$ cat config.mk
export PLATFORM = sky130hd
export DESIGN_NAME = smeu_div
export DESIGN_NICKNAME = d
export VERILOG_FILES = /design/src/rtl/smeu_pkg.sv /design/src/rtl/smeu_div.sv
export SDC_FILE = /design/constraint.sdc
export NUM_CORES = 1
export LEC_CHECK = 0
export BUFFER_PORTS_ARGS = -buffer_cell sky130_fd_sc_hd__buf_2
export CORE_ASPECT_RATIO = 1.4
export CORE_MARGIN = 1.5
export CORE_UTILIZATION = 42
export CTS_BUF_LIST = sky130_fd_sc_hd__clkbuf_4 sky130_fd_sc_hd__clkbuf_8
export CTS_CLUSTER_DIAMETER = 80
export DETAILED_ROUTE_END_ITERATION = 6
export PLACE_DENSITY_LB_ADDON = 0.25
export SLEW_MARGIN = 20
export SYNTH_ARGS = -nofsm -noshare
export SYNTH_HDL_FRONTEND = slang
export SYNTH_SLANG_ARGS = --single-unit
$ cat constraint.sdc
create_clock -name clk_i -period 8.5 [get_ports clk_i]
set_input_delay 0.85 -clock clk_i [delete_from_list [all_inputs] [get_ports clk_i]]
set_output_delay 0.85 -clock clk_i [all_outputs]
set_load 0.01 [all_outputs]
$ cat src/rtl/smeu_pkg.sv
// smeu_pkg: shared constants and types for the stack machine execution unit
// no dependencies
`timescale 1ns / 1ps
package smeu_pkg;

  localparam int unsigned StackDepthDefault = 256;
  localparam int unsigned WordW = 64;

  typedef enum logic [3:0] {
    OP_PUSH    = 4'd0,
    OP_ADD     = 4'd1,
    OP_SUB     = 4'd2,
    OP_MUL     = 4'd3,
    OP_DIVMOD  = 4'd4,
    OP_SHUFFLE = 4'd5,
    OP_PICK    = 4'd6,
    OP_DEPTH   = 4'd7,
    OP_POPEMIT = 4'd8
  } op_e;

  typedef enum logic [2:0] {
    ST_OK      = 3'd0,
    ST_UNDER   = 3'd1,
    ST_OVER    = 3'd2,
    ST_BADSHUF = 3'd3,
    ST_DIVZERO = 3'd4
  } status_e;

  // divider handshake
  typedef struct packed {
    logic             start;
    logic [WordW-1:0] dividend;
    logic [WordW-1:0] divisor;
  } div_req_t;

  typedef struct packed {
    logic             done;
    logic [WordW-1:0] quot;
    logic [WordW-1:0] rem;
  } div_rsp_t;

endpackage

$ cat src/rtl/smeu_div.sv
// smeu_div: signed truncating 64-bit divider, one quotient bit per cycle
// depends on smeu_pkg
`timescale 1ns / 1ps
module smeu_div (
  input  logic               clk_i,
  input  logic               rst_ni,
  input  smeu_pkg::div_req_t req_i,
  output smeu_pkg::div_rsp_t rsp_o
);
  import smeu_pkg::*;

  logic [WordW-1:0] q_q, q_d, r_q, r_d, b_q, b_d;
  logic             qneg_q, qneg_d, rneg_q, rneg_d;
  logic [6:0]       cnt_q, cnt_d;
  logic             busy_q, busy_d, done_q, done_d;
  logic [WordW:0]   trial;
  logic [WordW-1:0] rsh;

  always_comb begin
    q_d = q_q; r_d = r_q; b_d = b_q; qneg_d = qneg_q; rneg_d = rneg_q;
    cnt_d = cnt_q; busy_d = busy_q; done_d = 1'b0;
    rsh = {r_q[WordW-2:0], q_q[WordW-1]};
    trial = {1'b0, rsh} - {1'b0, b_q};
    if (req_i.start) begin
      q_d = req_i.dividend[WordW-1] ? -req_i.dividend : req_i.dividend;
      b_d = req_i.divisor[WordW-1] ? -req_i.divisor : req_i.divisor;
      r_d = '0;
      qneg_d = req_i.dividend[WordW-1] ^ req_i.divisor[WordW-1];
      rneg_d = req_i.dividend[WordW-1];
      cnt_d = 7'(WordW);
      busy_d = 1'b1;
    end else if (busy_q) begin
      // restoring step: shift in next dividend bit, subtract if it fits
      if (!trial[WordW]) begin
        r_d = trial[WordW-1:0];
        q_d = {q_q[WordW-2:0], 1'b1};
      end else begin
        r_d = rsh;
        q_d = {q_q[WordW-2:0], 1'b0};
      end
      cnt_d = cnt_q - 7'd1;
      if (cnt_q == 7'd1) begin
        busy_d = 1'b0;
        done_d = 1'b1;
      end
    end
  end

  always_ff @(posedge clk_i or negedge rst_ni) begin
    if (!rst_ni) begin
      busy_q <= 1'b0;
      done_q <= 1'b0;
      cnt_q  <= '0;
    end else begin
      busy_q <= busy_d;
      done_q <= done_d;
      cnt_q  <= cnt_d;
    end
  end

  always_ff @(posedge clk_i) begin
    q_q <= q_d; r_q <= r_d; b_q <= b_d; qneg_q <= qneg_d; rneg_q <= rneg_d;
  end

  assign rsp_o.done = done_q;
  assign rsp_o.quot = qneg_q ? -q_q : q_q;
  assign rsp_o.rem  = rneg_q ? -r_q : r_q;

`ifndef SYNTHESIS
  a_done_not_busy: assert property (@(posedge clk_i) disable iff (!rst_ni)
    done_q |-> !busy_q) else $error("div done while busy");
  a_start_busy: assert property (@(posedge clk_i) disable iff (!rst_ni)
    req_i.start |=> busy_q) else $error("div did not start");
  a_done_once: assert property (@(posedge clk_i) disable iff (!rst_ni)
    done_q |=> !done_q) else $error("div done twice");
`endif
endmodule

Word-level counts from Yosys, hierarchy flattened

Cells that the tools add are included.

Register bits: 203
Latch bits: 0
Memory bits (writable): 0
Bits in read-only memories: 0
Output and inout bits: 129
Memories: 0

Add/subtract/negate cells: 6
Multipliers: 0
Div/mod/pow operators: 0
Magnitude comparators: 0
Equal/unequal tests: 1
Shift operators: 0
Muxes and demuxes: 16
Bitwise logic cells: 1
Reductions and logical operators: 1

Operators with widths:

| kind                                                               | count |
|---|---|
| 64-bit 2-to-1 mux                                                  | 6 |
| 64-bit negation                                                    | 4 |
| 64-bit by 64-bit subtractor with 65-bit output                     | 1 |
| 63-bit 2-to-1 mux                                                  | 1 |
| 7-bit 2-to-1 mux                                                   | 2 |
| 7-bit by 1-bit == test with 1-bit output, second input constant    | 1 |
| 1-bit 2-to-1 mux                                                   | 7 |
| 7-bit by 1-bit subtractor with 7-bit output, second input constant | 1 |
| 2-bit nonzero test                                                 | 1 |
| 1-bit XOR                                                          | 1 |

Logic depth before layout (Yosys ltp)

Depth after elaboration: 4
Mapped depth: 15

Worst setup path before layout

OpenSTA, ideal clock, no wires.

Kind: register -> output
Start: register q_q[9]
End: output port rsp_o[124] in the netlist's numbering
Arrival time: 3.608 ns
Data required time: 7.650 ns
Slack: 4.042 ns
Stages on the path, launching flop included: 12
Path buffers: 1
Cells stage by stage: edfxtp_1 -> or3_1 -> or3_1 -> buf_2 -> or3_4 -> nand2b_4 -> or4_4 -> nor3_2 -> nand2b_1 -> or4_4 -> o41ai_2 -> xnor2_1

RTL lines:

| item                   | RTL line       | RTL |
|---|---|---|
| start, declared        | smeu_div.sv:12 | `logic [WordW-1:0] q_q, q_d, r_q, r_d, b_q, b_d;` |
| start signal, assigned | smeu_div.sv:62 | `q_q <= q_d; r_q <= r_d; b_q <= b_d; qneg_q <= qneg_d; rneg_q <= rneg_d;` |
| end, declared          | smeu_div.sv:8  | `output smeu_pkg::div_rsp_t rsp_o` |

==> results.md <==
- The area fraction of the dominant cell type after synthesis is 23.0%.
- The finished layout holds 2791 standard cells, fillers aside.
- The detailed-route wire length per cell is 18.5 µm.
- The critical path is of the register to primary output type.
- Clock tree synthesis inserted a total of 37 buffers.
- Detailed placement ended at an HPWL of 39300 µm.
- For the worst-skew pair, the clock arrives at the later sink with an insertion delay of 0.58 ns.
- The number of instances in the placed design is 2721.
- In the post-synthesis netlist, the cell with the most instances is sky130_fd_sc_hd__xnor2_1.
- Compared with the post-synthesis result, the final layout area differs by 14.4%.
- The part of the Yosys area used for sequential elements is 31.9%.
- The period utilization is 64.4%.
- The top flip-flop cell by instance count after synthesis is sky130_fd_sc_hd__edfxtp_1.
- In this run the remaining antenna-violating nets after routing total 0.
- Input and output buffers added on the ports amount to 259.
- The clock tree synthesis step divided the H-tree into 2 levels.
- The share of layout cells above drive strength 1 is 16.6%.
- The total leakage power is 7.75 nW.
- The normalized max-slew margin is 25.5%.
- The total routing resource utilization after global routing is 24.2%.
- The length in cells of the worst reg-to-reg path is 12.
- Once the floorplan was initialized, standard cells occupied 42.8% of the core.
- Sorting the synthesized cells by area gives the leading types as sky130_fd_sc_hd__edfxtp_1 (23%), sky130_fd_sc_hd__xnor2_1 (11%), sky130_fd_sc_hd__dfxtp_1 (7.6%).
- The detailed-router iteration count before antenna repair is 7.
- The worst setup path is captured at a primary output.
- After routing the design area is 0.0194 mm².
- The net count after synthesis is 2241.
- The die span in x is 173 µm.
- The share of the core filled with cells is 49.0%.
- Setup repair after global routing left no endpoint under its margin.
- After detailed placement, the total cell area comes to 0.0186 mm².
- The final weighted congestion in routability-driven placement is 0.918.
- The synthesized area divided by synthesized cell count is 8.31 µm².
- The critical register-to-register path endpoint is r_q[43].
- The post-route clock skew is 0.0271 ns.
- The largest fanout of any net on the critical path is 8.
- The number of flops mapped to enable cells by yosys is 130.
- Dividing total power by cell area gives a power density of 215 mW/mm².
- The total area inside the core boundary comes to 0.0396 mm².
- The global routing met2 resource utilization is 44.8%.
- Entering global routing, the biggest net connects 123 pins.
- The final layout contains routed wiring with a total length of 51600 µm.
- The synthesized design spends more area on one cell type than any other, namely sky130_fd_sc_hd__edfxtp_1.
- The initialized floorplan defines 86 standard-cell rows.
- The origin of the critical flop-to-flop path is q_q[63].
- In this run the most used layer during global routing was met2.
- The slew of the pin with the lowest slew margin is 1.10 ns.
- Summed over all failing endpoints, the final setup total negative slack is 0 ns.
- The share of flip-flops with an asynchronous set or reset is 4.43%.
- The post-synthesis cell type count is 72.
- The quantity of hold-fixing buffers added after cts is 0.
- The initial antenna violation count is 2.
- The final max-slew violation count is 0.
- The routed via count divided by cell count is 5.73.
- Data on the critical path arrives at its endpoint at 4.63 ns.
- The reported max-cap violation count is 0.
- The post-route minimum period is 5.48 ns.
- The slack of the worst reg-to-reg path is 4.08 ns.
- Sorting the synthesized cells by how often they occur yields sky130_fd_sc_hd__xnor2_1 (218), sky130_fd_sc_hd__nor2_1 (186), sky130_fd_sc_hd__a21oi_1 (185).
- The final hold violation count is 0.
- The completed layout was analyzed and its total power is 4.16 mW.
- The worst setup path is launched from a register.
- STA puts the critical path data required time at 7.65 ns.
- Across the VDD grid, the largest voltage drop is 0.149 mV.
- The remaining design rule violation count is 0.
- Derived from the worst setup path, the maximum achievable clock frequency is 0.183 GHz.
- The die is 241 µm tall.
- The buffer levels on the longest clock path is 3.
- The number of global-route vias before repair was 15600.
- The fill cell total of the finished layout is 3975.
- Post-CTS timing repair inserted 0 buffers for setup.
- TritonCTS built the clock tree.
- The run finished with clean final reports.
- The global-route wire length before repair is 81500 µm.
- Synthesis produced 2039 cells.
- The clock net in this run drives a total of 203 sinks.
- In this run the cell area of the synthesized design comes to 0.0170 mm².
- CTS placed an instance of sky130_fd_sc_hd__clkbuf_8 at the clock tree root.
- The post-cts repair resize count is 0.
- The min-delay analysis places its worst path in the category primary input to asynchronous set/reset pin.
- The detailed router finished its first iteration with 1068 violations.
- The routing usage on met3 is 2.80%.
- The count of final setup violators is 0.
- The full die area is 0.0416 mm².
- For met1 alone, demand over resource in global routing was 28.5%.
- After clock tree synthesis, the clock-pin slew on the worst setup and hold paths is 0.07 ns.
- Synthesis inferred 203 register bits.
- The overall overflow remaining after global route is 0.
- The routed layout has 16000 vias.
- For this design the top-level I/O count stands at 260.
- During synthesis, Yosys emitted a total of 0 warnings.
- The final layout net count is 2434.
-- critical path, cell delays in order (launching register included) --
cell                       delay (ns)
sky130_fd_sc_hd__dfxtp_1         0.39
sky130_fd_sc_hd__or4_1           0.62
sky130_fd_sc_hd__nor4_1          0.32
sky130_fd_sc_hd__nand2b_1        0.15
sky130_fd_sc_hd__or3_1           0.46
sky130_fd_sc_hd__or3_1           0.52
sky130_fd_sc_hd__or2_1           0.36
sky130_fd_sc_hd__or3_1           0.51
sky130_fd_sc_hd__o41ai_1         0.36
sky130_fd_sc_hd__xnor2_1         0.18
sky130_fd_sc_hd__buf_2           0.18
-- stage by stage --
| stage | hold WS (ns) | setup WS [ns] |
|---|---|---|
| 6_report | 0.123 | 3.02 |
| 5_1_grt | 0.112 | 2.80 |
| 4_1_cts | 0.0957 | 2.98 |
| 3_5_place_dp | 0.494 | 3.62 |
| 3_3_place_gp | 0.497 | 3.68 |
| 2_1_floorplan | 0.478 | 4.04 |
-- area by class of cell --
class	instances	area (µm²)	share of cell area [%]
Multi-Input combinational cell	1619	10700	55.3
Sequential cell	203	5410	27.9
Timing Repair Buffer	269	1380	7.12
Clock buffer	57	716	3.69
Tap cell	528	661	3.41
Inverter	102	383	1.97
Clock inverter	11	105	0.542
Antenna cell	2	5.00	0.0258
-- cell families after synthesis --
logic type / Yosys count / synth area share [%]
AO/OA/AOI/OAI: 614 / 22.8
XOR/XNOR: 308 / 15.9
adder cells (fa/ha/maj): 71 / 5.28
buffers and inverters: 217 / 4.88
flip-flops: 203 / 31.9
multiplexers: 17 / 1.01
AND/OR/NAND/NOR: 609 / 18.2
-- power breakdown --
part / switching (mW) / internal (mW)
clock network: 0.447 / 0.599
logic: 1.09 / 0.720
registers: 0.122 / 1.18
-- metal layers --
metal / vias up / part of all wire (%)
met1: 7553 / 41
met5: - / 0
li1: 7838 / -
met2: 491 / 51
met4: 0 / 3.5
met3: 113 / 4.6
-- how the worst max path moves through the flow --
stage | startpoint | to | slack (ns) | cells past startpoint
2_1_floorplan | q_q[9] | rsp_o[124] | 4.04 | 11
4_1_cts | q_q[9] | rsp_o[124] | 2.98 | 11
5_1_grt | r_q[11] | rsp_o[63] | 2.80 | 10
3_3_place_gp | req_i[78] | q_q[56] | 3.68 | 11
6_report | r_q[11] | rsp_o[63] | 3.02 | 10
3_5_place_dp | req_i[76] | q_q[56] | 3.62 | 11
-- registers in the layout, indices dropped and copies added (netlist names) --
register,count
b_q,64
q_q,64
r_q,64
cnt_q,7
busy_q,1
done_q,1
qneg_q,1
rneg_q,1
-- placed cells by master (no fill, tap or decap), types with 16 or more instances in the layout --
cell type,count
sky130_fd_sc_hd__buf_2,258
sky130_fd_sc_hd__xnor2_1,218
sky130_fd_sc_hd__nor2_1,186
sky130_fd_sc_hd__a21oi_1,185
sky130_fd_sc_hd__o21ai_0,143
sky130_fd_sc_hd__nand2_1,135
sky130_fd_sc_hd__edfxtp_1,130
sky130_fd_sc_hd__inv_1,101
sky130_fd_sc_hd__xor2_1,90
sky130_fd_sc_hd__o31ai_1,71
sky130_fd_sc_hd__ha_1,70
sky130_fd_sc_hd__dfxtp_1,64
sky130_fd_sc_hd__a211oi_1,49
sky130_fd_sc_hd__clkbuf_8,47
sky130_fd_sc_hd__o41ai_1,43
sky130_fd_sc_hd__or4_1,41
sky130_fd_sc_hd__or3_1,39
sky130_fd_sc_hd__nand2b_1,29
sky130_fd_sc_hd__nand3_1,29
sky130_fd_sc_hd__nor3_1,25
sky130_fd_sc_hd__nand4_1,25
sky130_fd_sc_hd__or2_2,19
sky130_fd_sc_hd__a31oi_1,18
sky130_fd_sc_hd__nor2b_1,17
sky130_fd_sc_hd__o21bai_1,17
sky130_fd_sc_hd__nor4_1,16
sky130_fd_sc_hd__mux2i_1,16
sky130_fd_sc_hd__a21o_1,16
Note: power is estimated with default switching activity, not from simulation.
